**src/rtl/core/frfc_pkg.sv**
```systemverilog
// ---------------------------------------------------------------------------
// frfc_pkg
// Shared types and constants for the fractional rate frame counter.
// ---------------------------------------------------------------------------
package frfc_pkg;

    // default widths of the frame position and the fraction accumulator
    localparam int FRAME_BITS_DEF    = 16;
    localparam int FRACTION_BITS_DEF = 24;

    // field widths
    localparam int FUNC_W   = 2;
    localparam int TIME_W   = 20;
    localparam int RATE_W   = 16;
    localparam int COUNT_W  = 16;
    localparam int TARGET_W = 16;
    localparam int STEP_W   = 17;
    localparam int OUT_W    = 16;
    localparam int CFG_W    = 16;

    // fraction bits of delta_time times frame_rate (Q3.16 times Q8.8)
    localparam int PRODUCT_FRAC = 24;

    // rate stored when zero is written, 30.0 frames per second in Q8.8
    localparam logic [RATE_W-1:0]  DEFAULT_RATE  = 16'd7680;
    localparam logic [COUNT_W-1:0] DEFAULT_COUNT = 16'd1;

    // register indexes
    localparam logic REG_FRAME_RATE  = 1'b0;
    localparam logic REG_FRAME_COUNT = 1'b1;

    // item functions
    typedef enum logic [FUNC_W-1:0] {
        FUNC_TICK = 2'd0,
        FUNC_PLAY = 2'd1,
        FUNC_SEEK = 2'd2,
        FUNC_STEP = 2'd3
    } t_func;

endpackage

```
**src/rtl/core/fractional_rate_frame_counter.sv**
```systemverilog
// ---------------------------------------------------------------------------
// fractional_rate_frame_counter
// Playback frame counter advanced by a Q8.8 frame rate through a fractional
// phase accumulator, with play/stop, seek and clamped step items.
// ---------------------------------------------------------------------------
// the input register and the result register form a two stage pipeline
// throughput: one item per cycle while the result side does not stall, and the
//   state updates as an item leaves stage one
// reset: synchronous active low; frame 0, fraction 0, stopped, rate 30.0 fps,
//   frame count 1, both stages empty
module fractional_rate_frame_counter
    import frfc_pkg::*;
#(
    parameter int FRAME_BITS    = FRAME_BITS_DEF,
    parameter int FRACTION_BITS = FRACTION_BITS_DEF
) (
    input  logic                       i_clk,
    input  logic                       i_rst_n,
    // configuration write port
    input  logic                       i_cfg_we,
    input  logic                       i_cfg_index,
    input  logic [CFG_W-1:0]           i_cfg_data,
    // input channel
    input  logic                       i_valid,
    output logic                       o_stall,
    input  logic [FUNC_W-1:0]          i_func,
    input  logic signed [TIME_W-1:0]   i_delta_time,
    input  logic                       i_play_flag,
    input  logic [TARGET_W-1:0]        i_target_frame,
    input  logic signed [STEP_W-1:0]   i_step_amount,
    // result channel
    output logic                       o_valid,
    input  logic                       i_stall,
    output logic [OUT_W-1:0]           o_frame_now,
    output logic                       o_is_playing,
    output logic                       o_hit_end
);

    localparam int FB       = FRAME_BITS;
    localparam int XB       = FRACTION_BITS;
    localparam int TMAG_W   = TIME_W - 1;
    localparam int PROD_W   = TMAG_W + RATE_W;
    localparam int SHL      = (XB >= PRODUCT_FRAC) ? XB - PRODUCT_FRAC : 0;
    localparam int SHR      = (XB < PRODUCT_FRAC) ? PRODUCT_FRAC - XB : 0;
    localparam int ALIGN_W  = PROD_W + SHL;
    localparam int SUM_W    = ((ALIGN_W > XB) ? ALIGN_W : XB) + 1;
    localparam int ADV_W    = SUM_W - XB;
    localparam int POS_W    = ((FB > ADV_W) ? FB : ADV_W) + 1;
    localparam int TGT_CW   = (FB > TARGET_W) ? FB : TARGET_W;
    localparam int SW       = ((FB > STEP_W) ? FB : STEP_W) + 2;
    localparam int LAST_W   = 33;

    // configuration registers
    logic [RATE_W-1:0]         r_frame_rate;
    logic [COUNT_W-1:0]        r_frame_count;

    // state
    logic [FB-1:0]             r_pos;
    logic [XB-1:0]             r_frac;
    logic                      r_play;
    logic [FB-1:0]             n_pos;
    logic [XB-1:0]             n_frac;
    logic                      n_play;
    logic                      n_hit;

    // input stage
    logic                      r_in_valid;
    t_func                     r_in_func;
    logic signed [TIME_W-1:0]  r_in_time;
    logic                      r_in_flag;
    logic [TARGET_W-1:0]       r_in_target;
    logic signed [STEP_W-1:0]  r_in_step;

    // result stage
    logic                      r_out_valid;
    logic [OUT_W-1:0]          r_frame_now;
    logic                      r_is_playing;
    logic                      r_hit_end;

    // handshake
    logic                      out_free;
    logic                      in_free;
    logic                      advance;

    // datapath
    logic [LAST_W-1:0]         count_m1;
    logic [FB-1:0]             last;
    logic [FB-1:0]             pos_cl;
    logic [TMAG_W-1:0]         t_mag;
    logic [PROD_W-1:0]         product;
    logic [ALIGN_W-1:0]        aligned;
    logic [SUM_W-1:0]          sum;
    logic [ADV_W-1:0]          adv;
    logic [POS_W-1:0]          adv_pos;
    logic [TGT_CW-1:0]         tgt_cmp;
    logic [TGT_CW-1:0]         last_cmp;
    logic [FB-1:0]             seek_pos;
    logic signed [SW-1:0]      step_sum;
    logic signed [SW-1:0]      last_s;
    logic [FB-1:0]             step_pos;

    // pipeline flow
    assign out_free = !r_out_valid || !i_stall;
    assign in_free  = !r_in_valid || out_free;
    assign advance  = r_in_valid && out_free;
    assign o_stall  = !in_free;

    // configuration writes, zero maps to the defaults
    always_ff @(posedge i_clk) begin
        if (!i_rst_n) begin
            r_frame_rate  <= DEFAULT_RATE;
            r_frame_count <= DEFAULT_COUNT;
        end else if (i_cfg_we) begin
            unique case (i_cfg_index)
                REG_FRAME_RATE: begin
                    r_frame_rate <= (i_cfg_data == '0) ? DEFAULT_RATE : i_cfg_data;
                end
                REG_FRAME_COUNT: begin
                    r_frame_count <= (i_cfg_data == '0) ? DEFAULT_COUNT : i_cfg_data;
                end
                default: begin
                    r_frame_rate <= r_frame_rate;
                end
            endcase
        end
    end

    // input register
    always_ff @(posedge i_clk) begin
        if (!i_rst_n) begin
            r_in_valid <= 1'b0;
        end else if (in_free) begin
            r_in_valid <= i_valid;
        end
    end

    always_ff @(posedge i_clk) begin
        if (in_free && i_valid) begin
            r_in_func   <= t_func'(i_func);
            r_in_time   <= i_delta_time;
            r_in_flag   <= i_play_flag;
            r_in_target <= i_target_frame;
            r_in_step   <= i_step_amount;
        end
    end

    // last frame and clamp of the current frame
    assign count_m1 = LAST_W'(r_frame_count) - LAST_W'(1);
    assign last     = count_m1[FB-1:0];
    assign pos_cl   = (r_pos > last) ? last : r_pos;

    // phase accumulator: negative time counts as zero
    assign t_mag   = r_in_time[TIME_W-1] ? '0 : r_in_time[TMAG_W-1:0];
    assign product = PROD_W'(t_mag) * PROD_W'(r_frame_rate);
    assign aligned = (ALIGN_W'(product) << SHL) >> SHR;
    assign sum     = SUM_W'(r_frac) + SUM_W'(aligned);
    assign adv     = sum[SUM_W-1:XB];
    assign adv_pos = POS_W'(pos_cl) + POS_W'(adv);

    // seek target clamp
    assign tgt_cmp  = TGT_CW'(r_in_target);
    assign last_cmp = TGT_CW'(last);
    assign seek_pos = (tgt_cmp > last_cmp) ? last : tgt_cmp[FB-1:0];

    // signed step with clamp to zero and last frame
    assign step_sum = $signed({{(SW-FB){1'b0}}, pos_cl}) + SW'(r_in_step);
    assign last_s   = $signed({{(SW-FB){1'b0}}, last});
    always_comb begin
        if (step_sum < 0) begin
            step_pos = '0;
        end else if (step_sum > last_s) begin
            step_pos = last;
        end else begin
            step_pos = step_sum[FB-1:0];
        end
    end

    // next state for the item in the input stage
    always_comb begin
        n_pos  = pos_cl;
        n_frac = r_frac;
        n_play = r_play;
        n_hit  = 1'b0;
        unique case (r_in_func)
            FUNC_TICK: begin
                if (r_play) begin
                    n_frac = sum[XB-1:0];
                    if (adv != '0) begin
                        if (adv_pos >= POS_W'(last)) begin
                            n_pos  = last;
                            n_play = 1'b0;
                            n_frac = '0;
                            n_hit  = 1'b1;
                        end else begin
                            n_pos = adv_pos[FB-1:0];
                        end
                    end
                end
            end
            FUNC_PLAY: begin
                n_play = r_in_flag;
                if (!r_in_flag) begin
                    n_frac = '0;
                end
            end
            FUNC_SEEK: begin
                n_pos  = seek_pos;
                n_frac = '0;
            end
            FUNC_STEP: begin
                n_pos  = step_pos;
                n_frac = '0;
            end
        endcase
    end

    // state registers
    always_ff @(posedge i_clk) begin
        if (!i_rst_n) begin
            r_pos  <= '0;
            r_frac <= '0;
            r_play <= 1'b0;
        end else if (advance) begin
            r_pos  <= n_pos;
            r_frac <= n_frac;
            r_play <= n_play;
        end
    end

    // result register
    always_ff @(posedge i_clk) begin
        if (!i_rst_n) begin
            r_out_valid <= 1'b0;
        end else if (out_free) begin
            r_out_valid <= r_in_valid;
        end
    end

    always_ff @(posedge i_clk) begin
        if (advance) begin
            r_frame_now  <= OUT_W'(n_pos);
            r_is_playing <= n_play;
            r_hit_end    <= n_hit;
        end
    end

    assign o_valid      = r_out_valid;
    assign o_frame_now  = r_frame_now;
    assign o_is_playing = r_is_playing;
    assign o_hit_end    = r_hit_end;

`ifndef ASSERT_OFF
    // reaching the end always stops playback
    a_hit_stops: assert property (@(posedge i_clk) disable iff (!i_rst_n)
        (o_valid && o_hit_end) |-> !o_is_playing)
        else $error("hit_end with playback still running");

    // a seek or step leaves the fraction cleared
    a_seek_clears: assert property (@(posedge i_clk) disable iff (!i_rst_n)
        (advance && (r_in_func == FUNC_SEEK || r_in_func == FUNC_STEP)) |=> (r_frac == '0))
        else $error("fraction not cleared after seek or step");

    // input stalls only while an item is held behind a blocked result
    a_stall_cause: assert property (@(posedge i_clk) disable iff (!i_rst_n)
        o_stall |-> (r_in_valid && r_out_valid && i_stall))
        else $error("input stalled without a held item");

    // an item leaving stage one always shows up as a result beat
    a_result_follows: assert property (@(posedge i_clk) disable iff (!i_rst_n)
        advance |=> o_valid)
        else $error("result beat missing after stage advance");
`endif

endmodule

```
**config.mk**
```make
export PLATFORM = sky130hd
export DESIGN_NAME = fractional_rate_frame_counter
export DESIGN_NICKNAME = d
export VERILOG_FILES = /design/src/rtl/core/frfc_pkg.sv /design/src/rtl/core/fractional_rate_frame_counter.sv
export SDC_FILE = /design/constraint.sdc
export NUM_CORES = 1
export LEC_CHECK = 0
export BUFFER_PORTS_ARGS = -buffer_cell sky130_fd_sc_hd__buf_2
export CAP_MARGIN = 40
export CORE_MARGIN = 8
export CORE_UTILIZATION = 60
export CTS_CLUSTER_DIAMETER = 40
export DETAILED_ROUTE_END_ITERATION = 12
export GPL_ROUTABILITY_DRIVEN = 0
export HOLD_SLACK_MARGIN = 0.15
export PLACE_DENSITY = 0.74
export SLEW_MARGIN = 15
export SYNTH_ARGS = -nofsm -noshare
export SYNTH_HDL_FRONTEND = slang
export SYNTH_SLANG_ARGS = --single-unit
```
**constraint.sdc**
```tcl
create_clock -name i_clk -period 11.2 [get_ports i_clk]
set_input_delay 2.24 -clock i_clk [delete_from_list [all_inputs] [get_ports i_clk]]
set_output_delay 2.24 -clock i_clk [all_outputs]
set_load 0.03 [all_outputs]
```
Word-level counts from Yosys, hierarchy flattened
Cells that the tools add are included.
{ "totals": {"mem_bits_rw": 0, "in_bits": 78, "elab_cells": 68, "n_memories": 0, "out_inout_bits": 20, "register_bits": 149, "mem_bits_ro": 0, "latch_bits": 0} }
{ "classes": {"n_div": 0, "shift": 0, "addsub": 4, "n_reduce_logical": 16, "multipliers": 1, "bitwise": 1, "muxes": 21, "magnitude_cmp": 5, "eq_ne": 5} }
{ "ops": {"columns": ["operator", "count"], "rows": [
  ["two-way mux 16 bit", 9],
  ["two-way mux 24 bit", 4],
  ["case mux 24 bit (3 select lines)", 1],
  ["case mux 16 bit (3 select lines)", 1],
  ["adder 24 x 35 -> 36 bit", 1],
  ["multiplier 19 x 16 -> 35 bit", 1],
  ["greater-than comparator 16 bit", 2],
  ["two-way mux 19 bit", 1],
  ["adder 17 x 17 -> 18 bit", 1],
  ["greater-than comparator 18 x 17 -> 1 bit", 1],
  ["less-than comparator 18 x 1 -> 1 bit (second input constant)", 1],
  ["adder 16 x 12 -> 17 bit", 1],
  ["greater-or-equal comparator 17 x 16 -> 1 bit", 1],
  ["logical NOT 16 bit", 1],
  ["subtractor 16 x 1 -> 16 bit (second input constant)", 1],
  ["nonzero test 12 bit", 1],
  ["AND reduction 3 bit", 2],
  ["equality test 2 bit (second input constant)", 2],
  ["logical NOT 1 bit", 4],
  ["two-way mux 1 bit", 4],
  ["!= test 2 bit (second input constant)", 2],
  ["AND reduction 2 bit", 2],
  ["equality test 2 x 1 -> 1 bit (second input constant)", 1],
  ["logical AND 1 bit", 2],
  ["5 further kinds", 6]
]} }

Longest topological paths before layout
Gate-level depths: netlist of the first run.
{ "logic_depth": {"ltp_word": 9, "mapped_depth": 47, "ltp_nobuf": 44} }

Least setup slack after synthesis of the first run
Ideal clock, no wire load.
{ "synth_timing": {"path_type": "register to register", "from": "register r_in_time[19]", "to": "register r_frame_now[5], in the netlist o_frame_now[5], data pin", "setup_time_ns": 0.261, "arrival_time_ns": 9.636, "path_slack_ns": 1.303, "path_stages_with_launch": 43, "period_less_slack_ns": 9.897, "cell_sequence": "edfxtp_1 -> clkbuf_1 -> nor2b_1 -> clkbuf_1 -> nand2_1 -> fa_1 -> fa_1 -> fa_1 -> fa_1 -> inv_1 -> fa_1 -> inv_1 -> fa_1 -> inv_1 -> ha_1 -> and2_1 -> a221o_1 -> a211o_1 -> [7 not listed] -> nand2b_1 -> nand2b_1 -> nand2_1 -> a21boi_0 -> xnor2_1 -> inv_1 -> ha_1 -> nand2_1 -> o21ai_0 -> o221a_2 -> o31ai_1 -> nand2_1 -> a211o_1 -> buf_2 -> o21ai_0 -> nand3_1 -> a21boi_0 -> nor2_1"} }
{ "synth_via": {"elab_chain_len": 9, "word_cells_on_any_way": 10} }
{ "synth_lines": {"columns": ["item", "line", "rtl"], "rows": [
  ["from (decl)", "fractional_rate_frame_counter.sv:69", "logic signed [TIME_W-1:0] r_in_time;"],
  ["from (signal assigned)", "fractional_rate_frame_counter.sv:140", "r_in_time <= i_delta_time;"],
  ["two-way mux 19 bit *", "fractional_rate_frame_counter.sv:153", "assign t_mag = r_in_time[TIME_W-1] ? '0 : r_in_time[TMAG_W-1:0];"],
  ["multiplier 19 x 16 -> 35 bit *", "fractional_rate_frame_counter.sv:154", "assign product = PROD_W'(t_mag) * PROD_W'(r_frame_rate);"],
  ["adder 24 x 35 -> 36 bit *", "fractional_rate_frame_counter.sv:156", "assign sum = SUM_W'(r_frac) + SUM_W'(aligned);"],
  ["adder 16 x 12 -> 17 bit", "fractional_rate_frame_counter.sv:158", "assign adv_pos = POS_W'(pos_cl) + POS_W'(adv);"],
  ["greater-or-equal comparator 17 x 16 -> 1 bit", "fractional_rate_frame_counter.sv:189", "if (adv_pos >= POS_W'(last)) begin"],
  ["two-way mux 16 bit", "fractional_rate_frame_counter.sv:189", null],
  ["two-way mux 16 bit *", "fractional_rate_frame_counter.sv:188", "if (adv != '0) begin"],
  ["two-way mux 16 bit *", "fractional_rate_frame_counter.sv:186", "if (r_play) begin"],
  ["case mux 16 bit (3 select lines) *", "fractional_rate_frame_counter.sv:184", "unique case (r_in_func)"],
  ["net n_pos[5]", "fractional_rate_frame_counter.sv:61", "logic [FB-1:0] n_pos;"],
  ["to (signal assigned)", "fractional_rate_frame_counter.sv:241", "r_frame_now <= OUT_W'(n_pos);"],
  ["to (decl)", "fractional_rate_frame_counter.sv:76", "logic [OUT_W-1:0] r_frame_now;"]
]} }
Mark *: on every way through the listed nets, which the timed path passes. The rest lies on a longest branch.
A chain may end at the register's enable or synchronous reset.

Final worst setup path of the first run
{ "layout_timing": {"from": "register r_in_time[19]", "to": "register r_frame_now[2], in the netlist o_frame_now[2], data pin"} }
The elaborated chain is that of the path after synthesis.

==> results of run 1 <==
[critical path, delay by kind of cell (launching register included)]
kind	cells	cell delay (ns)
AND/OR/NAND/NOR	9	1.25
flip-flops	1	0.43
XOR/XNOR	2	0.37
AO/OA/AOI/OAI	13	2.93
adder cells (fa/ha/maj)	10	4.42
buffers and inverters	7	0.98
[sequential cells by signal, summed over array words and instances, names as in the netlist, 2 cells and up]
| register | flops |
|---|---|
| r_pos | 16 |
| r_frame_rate | 16 |
| r_in_func | 2 |
| r_in_step | 17 |
| r_in_time | 20 |
| r_frac | 24 |
| o_frame_now | 16 |
| r_in_target | 16 |
| r_frame_count | 16 |
[per-stage QoR]
stage	setup WS (ns)	total power, µW	hold WS (ns)	std cells
2_1_floorplan	1.30	2560	0.435	2426
3_3_place_gp	0.475	3130	0.451	2929
3_5_place_dp	0.253	3200	0.456	2931
4_1_cts	0.200	3810	0.467	2963
5_1_grt	0.00444	4180	0.497	2965
6_report	0.528	3850	0.469	2965
[worst paths after layout]
check                   end  slack [ns]  cells after the start
max          o_frame_now[2]        0.53                     41
min reg2reg       r_frac[2]        0.47                      2
min               r_frac[2]        0.47                      2
max reg2reg  o_frame_now[2]        0.53                     41
[per-layer routing]
metal / wire [µm] / part of all wire (%) / global-route usage [%] / up-vias
li1: - / - / - / 8058
met1: 22800 / 40 / 34.8 / 8499
met2: 27400 / 48 / 47.9 / 752
met3: 4180 / 7.4 / 4.65 / 157
met4: 2390 / 4.2 / 11.9 / 0
met5: 0 / 0 / 0 / -
[cells in the mapped netlist, types with 16 or more instances]
library cell,n
a21boi_0,36
xnor2_1,36
xor2_1,22
and2_1,141
o21a_1,16
edfxtp_1,74
fa_1,263
nand3_1,36
nor3_1,26
nand2_1,344
o21ai_0,79
inv_1,404
clkbuf_1,90
dfxtp_1,75
nand4_1,19
nor2b_1,53
nand2b_1,16
o211ai_1,18
nor2_1,103
a21oi_1,91
a211oi_1,18
a21o_1,26
ha_1,207
[layout make-up]
| cell class | instances | area (µm²) |
|---|---|---|
| Clock inverter | 8 | 58.8 |
| Clock buffer | 24 | 536 |
| Sequential cell | 149 | 3720 |
| Multi-Input combinational cell | 1769 | 15400 |
| Fill cell | 2900 | 11800 |
| Inverter | 404 | 1520 |
| Tap cell | 455 | 569 |
| Timing Repair Buffer | 156 | 946 |
[timing repair]
action	CTS	global route
buffers inserted	0	1
gates resized for setup	0	8
setup endpoints to repair	0	54
[kinds of logic after synthesis]
family,after synthesis,share of synthesized area [%]
muxes,14,0.673
DFF,149,17.7
xor gates and xnor gates,58,2.42
adders and majority gates,470,37.4
AOI/OAI and AO/OA,428,14.1
and+or+nand+nor,799,18.4
buffers and inverters,508,9.25
[where the power goes]
group / switching (µW) / internal [µW]
combinational: 1620 / 991
clock: 251 / 337
sequential: 37.6 / 615
total: 1910 / 1940
==> impl_metrics.yaml, run 1 <==
clock_network:
  cts_tree: "yes"
  clock-sinks: 149
  insertion_delay_ns: 0.45
  cts.path.max_buffers: 2
  cts_root_buf: "clkbuf_16"
  path_clk_slew_ns: 0.07
  cts_hold_buf: 0
  cts_buffers: 17
  cts_max_level: 4
detailed_routing:
  drc: 0
  vias: 17500
  avgRoutedWirePerCell_um: 19.1
  routed_wl_um: 56700
  drtPass1Iterations: 6
  drt_iter0_markers: 1260
  viasPerCell: 5.89
  antenna_left: 0
critical_path:
  worst_setup_path_start_kind: "flop"
  end_kind: "flop"
  crit_path_max_incr_delay_ns: 0.58
  cp-startpoint: "r_in_time[19]"
  cp_slowest_cell: "fa_1"
  path_max_fanout: 22
  worstPathArrival_ns: 10.87
  worstSetupPathType: "flop to flop"
  timing.rr.start: "r_in_time[19]"
  crit_path_frequent_cell: "fa_1"
  crit_required_ns: 11.40
logic_synthesis:
  ys_seq_area_share_pct: 17.7
  syn-num-nets: 2974
  synth_top_area_cell: "fa_1"
  yosys_warnings: 0
  async_reset_ff_share_pct: 0
  synthDistinctLibCells: 83
  syn_inst: 2426
  avgSynthCellArea_um2: 8.65
  synthTopCellsByArea: "fa_1 (25%), ha_1 (12%), edfxtp_1 (11%)"
  synth_edf_count: 74
  synthFlopType: "dfxtp_1"
  netlist_area_um2: 21000
  synth-seq-cells: 149
  synth.top_cell.area_share_pct: 25.1
sta:
  rsz0062_at_grt: "false"
  finalCriticalPeriod_ns: 10.67
  fin_crit_sh_pct: 95.3
  maxSlewViolCount: 0
  fin_tns_setup_ns: 0
  max_freq_ghz: 0.0937
  hold_viol: 0
  setup_violations: 0
  slew_headroom_pct: 35.5
  finClkSkew_ns: 0.0132
  tightest_slew_ns: 0.965
finish:
  nets: 3045
  final_common_cell: "inv_1"
  area_growth_pct: 8.19
  antennaDiodeCount: 0
  post_route_cells_drive_above_1_share_pct: 9.00
  fin_util_pct: 65.8
  final_cell_area_um2: 22700
  final_cell_mix: "inv_1 (404), nand2_1 (344), fa_1 (263)"
job:
  maxCapViolCount: 0
floorplanning:
  core_area_um2: 34500
  fp.dieH_um: 203
  rows: 68
  io_pins: 98
  start_util_pct: 60.8
  die_width_um: 203
  die_area_um2: 41200
global_route:
  grt_pass1_wl_um: 92800
  grt.total_usage_pct: 28.0
  grt_antenna_before_repair: 1
  grt_pass1_vias: 18300
  grt_max_degree: 77
  globalRouteOverflowTotal: 0
place:
  portBuffers: 97
  hpwl_um: 46400
  postPlaceCellArea_um2: 22100
power_and_ir_drop:
  p_per_area_nw_per_um2: 170
  ir_drop_uv: 154
  leakagePower_uw: 0.0107
min_path:
  hp-class: "flop to flop"
  worstHoldStart: "r_frac[2]"
outcome:
  outcome: "finished, final reports clean"
Power figures use the tool's default switching activity.
==> run 2, diff against run 1 <==
- CORE_ASPECT_RATIO: not set -> 0.5
==> impl_metrics.yaml, run 2 (synthesis gave the netlist of run 1 again) <==
critical_path:
  crit_required_ns: 11.41
  endpoint: "o_frame_now[7]"
  cp-startpoint: "r_in_time[19]"
  timing.rr.start: "r_in_time[19]"
  crit_path_frequent_cell: "fa_1"
  worst_setup_path_start_kind: "flop"
  worstSetupPathType: "flop to flop"
  worstPathArrival_ns: 10.80
  reg2reg_slack_ns: 0.61
  ff2ff_path_depth: 41
  rr_endpoint: "o_frame_now[7]"
  end_kind: "flop"
  crit_path_max_incr_delay_ns: 0.57
  cp_slowest_cell: "fa_1"
  path_max_fanout: 26
global_route:
  grt_pass1_wl_um: 90300
  globalRouteOverflowTotal: 0
  grt.total_usage_pct: 27.1
  grt_pass1_vias: 17700
  grt_max_degree: 77
  grt_antenna_before_repair: 0
clock_network:
  cts_buffers: 17
  cts.path.max_buffers: 2
  insertion_delay_ns: 0.46
  clock-sinks: 149
  cts_max_level: 4
  path_clk_slew_ns: 0.09
  cts_root_buf: "clkbuf_16"
  cts_tree: "yes"
  cts_hold_buf: 0
finish:
  fin_util_pct: 66.0
  multi_input_area_um2: 15400
  fillCellCount: 2901
  nets: 3046
  area_growth_pct: 8.44
  seqCellArea_um2: 3720
  finalNonFillerCells: 2986
  largestRegisters: "r_frac: 24 flops, r_in_time: 20 flops, r_in_step: 17 flops"
  largest_register: "r_frac"
  post_route_cells_drive_above_1_share_pct: 9.20
  antennaDiodeCount: 0
  final_cell_mix: "inv_1 (404), nand2_1 (344), fa_1 (263)"
  largest_reg_flops: 24
  final_common_cell: "inv_1"
detailed_routing:
  drtPass1Iterations: 7
  avgRoutedWirePerCell_um: 18.6
  vias: 17400
  drt_iter0_markers: 1263
  viasPerCell: 5.83
  routed_wl_um: 55600
  antenna_left: 0
  drc: 0
floorplanning:
  die_width_um: 281
  fp.dieH_um: 148
  die_area_um2: 41600
  io_pins: 98
  rows: 48
  start_util_pct: 60.9
  core_area_um2: 34500
place:
  hpwl_um: 44300
  dp_cells: 2951
  portBuffers: 97
sta:
  max_freq_ghz: 0.0944
  fin_crit_sh_pct: 94.6
  fin_tns_setup_ns: 0
  slew_headroom_pct: 38.4
  rsz0062_at_grt: "false"
  hold_viol: 0
  finalCriticalPeriod_ns: 10.59
  hold_slack_ns: 0.470
  tightest_slew_ns: 0.922
  setup_violations: 0
  finClkSkew_ns: 0.0174
  maxSlewViolCount: 0
job:
  maxCapViolCount: 0
outcome:
  outcome: "finished, final reports clean"
min_path:
  hp-class: "flop to flop"
power_and_ir_drop:
  ir_drop_uv: 116
  p_per_area_nw_per_um2: 169
  finalPower_uw: 3850
  leakagePower_uw: 0.0107
[run 2: cell count changes in the layout (fill, tap and decap cells not counted), moves of 3 or more]
cell,previous run,this run
clkbuf_16,20,17
a2111oi_0,4,1
clkinv_8,0,3
inv_8,0,4
inv_6,2,5
[run 2: per-stage QoR]
stage               cell area [µm²]  worst slack (ns)
floorplan                     21000              1.30
global placement              22100             0.626
detailed placement            22100             0.488
CTS                           22700             0.410
global route                  22800            0.0111
finish                        22800             0.606
[run 2: timing repair]
item                       4_1_cts  5_1_grt
buffers inserted                 0        2
setup endpoints to repair        0       54
resized for setup                0       16
[run 2: layout make-up]
cell class	instances	area share, %
Inverter	404	6.66
Clock inverter	15	0.692
Multi-Input combinational cell	1769	67.6
Sequential cell	149	16.4
Tap cell	475	2.61
Clock buffer	17	1.87
Timing Repair Buffer	157	4.25
[run 2: worst min-delay path by stage]
stage                          from  cells past startpoint         to
after global placement    r_frac[2]                      2  r_frac[2]
after detailed placement  r_frac[2]                      2  r_frac[2]
after global routing      r_frac[4]                      2  r_frac[4]
final                     r_frac[2]                      2  r_frac[2]
after floorplan           r_frac[4]                      2  r_frac[4]
after CTS                 r_frac[2]                      2  r_frac[2]
[run 2: worst max-delay path: cells and delay by family (launching register included)]
family                     cells  cell delay (ns)
adders and majority gates     10             4.39
AOI/OAI and AO/OA             14             3.22
and+or+nand+nor                8             0.94
buffers and inverters          7             0.87
xor gates and xnor gates       2             0.49
DFF                            1             0.42
[run 2: per-layer routing]
metal  global-route usage (%)  wire length (µm)  vias to the layer above
li1                         -                 -                     8082
met4                     10.0              1990                        0
met1                     34.1             22500                     8509
met3                     4.88              3920                      131
met5                        0                 0                        -
met2                     46.5             27200                      700
[run 2: power breakdown]
part | internal [µW] | total [µW] | switching, µW
clock | 298 | 595 | 297
sequential | 614 | 650 | 35.9
combinational | 996 | 2600 | 1610
total | 1910 | 3850 | 1940
==> run 3, diff against run 2 <==
- CORE_UTILIZATION: 60 -> 48
- PLACE_DENSITY: 0.74 -> 0.61
==> impl_metrics.yaml, run 3 (synthesis gave the netlist of run 1 again) <==
outcome:
  outcome: "finished, final reports clean"
critical_path:
  worstSetupPathType: "flop to flop"
  crit_path_max_incr_delay_ns: 0.58
  worstPathArrival_ns: 10.84
  end_kind: "flop"
  cp_slowest_cell: "fa_1"
  crit_required_ns: 11.42
  crit_path_frequent_cell: "fa_1"
  reg2reg_slack_ns: 0.58
  worst_setup_path_start_kind: "flop"
  path_max_fanout: 21
finish:
  finalNonFillerCells: 3120
  nets: 3067
  largestRegisters: "r_frac: 24 flops, r_in_time: 20 flops, r_in_step: 17 flops"
  largest_reg_flops: 24
  post_route_cells_drive_above_1_share_pct: 10.0
  final_cell_area_um2: 23100
  final_common_cell: "inv_1"
  largest_register: "r_frac"
  antennaDiodeCount: 0
  fillCellCount: 4115
  final_cell_mix: "inv_1 (404), nand2_1 (344), fa_1 (263)"
  area_growth_pct: 9.93
power_and_ir_drop:
  switching_share_pct: 49.4
  p_per_area_nw_per_um2: 167
  ir_drop_uv: 123
  leakagePower_uw: 0.0108
  comb_power_share_pct: 67.6
  p_clk_share_pct: 15.6
  p_int_uw: 1950
  finalPower_uw: 3850
  switchingPower_uw: 1900
  seqPwrFrac_pct: 16.8
clock_network:
  insertion_delay_ns: 0.46
  clock-sinks: 149
  cts_buffers: 17
  path_clk_slew_ns: 0.07
  cts_root_buf: "clkbuf_16"
  cts_max_level: 4
  cts_hold_buf: 0
  cts_tree: "yes"
  cts.path.max_buffers: 2
detailed_routing:
  drtPass1Iterations: 8
  drc: 0
  vias: 17100
  viasPerCell: 5.49
  antenna_left: 0
  drt_iter0_markers: 1093
  avgRoutedWirePerCell_um: 18.8
  routed_wl_um: 58700
sta:
  finClkSkew_ns: 0.0201
  setup_violations: 0
  hold_viol: 0
  tightest_slew_ns: 0.849
  fin_tns_setup_ns: 0
  max_freq_ghz: 0.0942
  fin_crit_sh_pct: 94.8
  maxSlewViolCount: 0
  slew_headroom_pct: 43.3
  finalCriticalPeriod_ns: 10.62
floorplanning:
  core_area_um2: 43400
  fp.dieH_um: 164
  io_pins: 98
  rows: 54
  start_util_pct: 48.4
  die_width_um: 312
  die_area_um2: 51100
min_path:
  hp-class: "flop to flop"
global_route:
  globalRouteOverflowTotal: 0
  grt_max_degree: 77
  grt_antenna_before_repair: 0
  grt_pass1_wl_um: 94300
  grt_pass1_vias: 17500
  grt.total_usage_pct: 23.2
place:
  portBuffers: 97
  hpwl_um: 47500
  postPlaceCellArea_um2: 22400
  dp_cells: 3085
job:
  maxCapViolCount: 0
[run 3: changes by cell type in the layout (fill, tap and decap cells not counted), sizes merged]
cell,delta
bufinv,+2
inv,-5
clkbuf,+3
buf,+21
[run 3: worst paths after layout]
path,from,end,depth (start not counted)
hold reg to reg,r_frac[2],r_frac[2],2
setup / recovery,r_in_time[19],o_frame_now[5],41
hold / removal,r_frac[2],r_frac[2],2
setup reg to reg,r_in_time[19],o_frame_now[5],41
[run 3: critical path, delay by kind of cell, from the launching register on]
family | cells | cell delay [ns]
xor+xnor | 2 | 0.37
compound gates | 14 | 3.29
buf+inv | 7 | 0.84
simple gates | 8 | 1.01
flops | 1 | 0.50
fa+ha+maj | 10 | 4.37
[run 3: cell type report]
cell class | count | area [µm²] | share of cell area [%]
clock buffers | 20 | 437 | 1.89
repair buffers | 178 | 1140 | 4.94
clock inverters | 12 | 129 | 0.558
inverters | 404 | 1520 | 6.57
well taps | 588 | 736 | 3.19
multi-input cells | 1769 | 15400 | 66.7
flip-flops and latches | 149 | 3720 | 16.1
[run 3: through the flow]
step           util, %  hold slack (ns)  worst slack [ns]
6_report          53.2            0.460             0.582
5_1_grt           53.2            0.502          -0.00199
4_1_cts           53.0            0.462             0.114
3_5_place_dp      51.7            0.452           -0.0179
3_3_place_gp      51.6            0.445            0.0586
2_1_floorplan        -            0.435              1.30
[run 3: layer usage]
| metal | vias up | GRT usage, % | share of wire, % | wire, µm |
|---|---|---|---|---|
| met5 | - | 0 | 0 | 0 |
| met2 | 468 | 39.5 | 47 | 27900 |
| met1 | 8425 | 30.4 | 44 | 26100 |
| met3 | 110 | 3.57 | 5.0 | 2960 |
| met4 | 0 | 7.59 | 3.0 | 1790 |
| li1 | 8128 | - | - | - |
[run 3: timing repair]
action | 4_1_cts | 5_1_grt
pin swaps | 0 | 2
resized for setup | 1 | 16
buffers inserted | 0 | 2
hold endpoints to repair | 0 | 0
setup endpoints to repair | 3 | 58
[run 3: power groups by stage]
| stage | clock, µW | sequential, µW | combinational [µW] |
|---|---|---|---|
| 2_1_floorplan | 0 | 658 | 1910 |
| 3_3_place_gp | 0 | 658 | 2520 |
| 3_5_place_dp | 0 | 658 | 2540 |
| 4_1_cts | 612 | 646 | 2570 |
| 5_1_grt | 632 | 650 | 2920 |
| 6_report | 600 | 647 | 2600 |
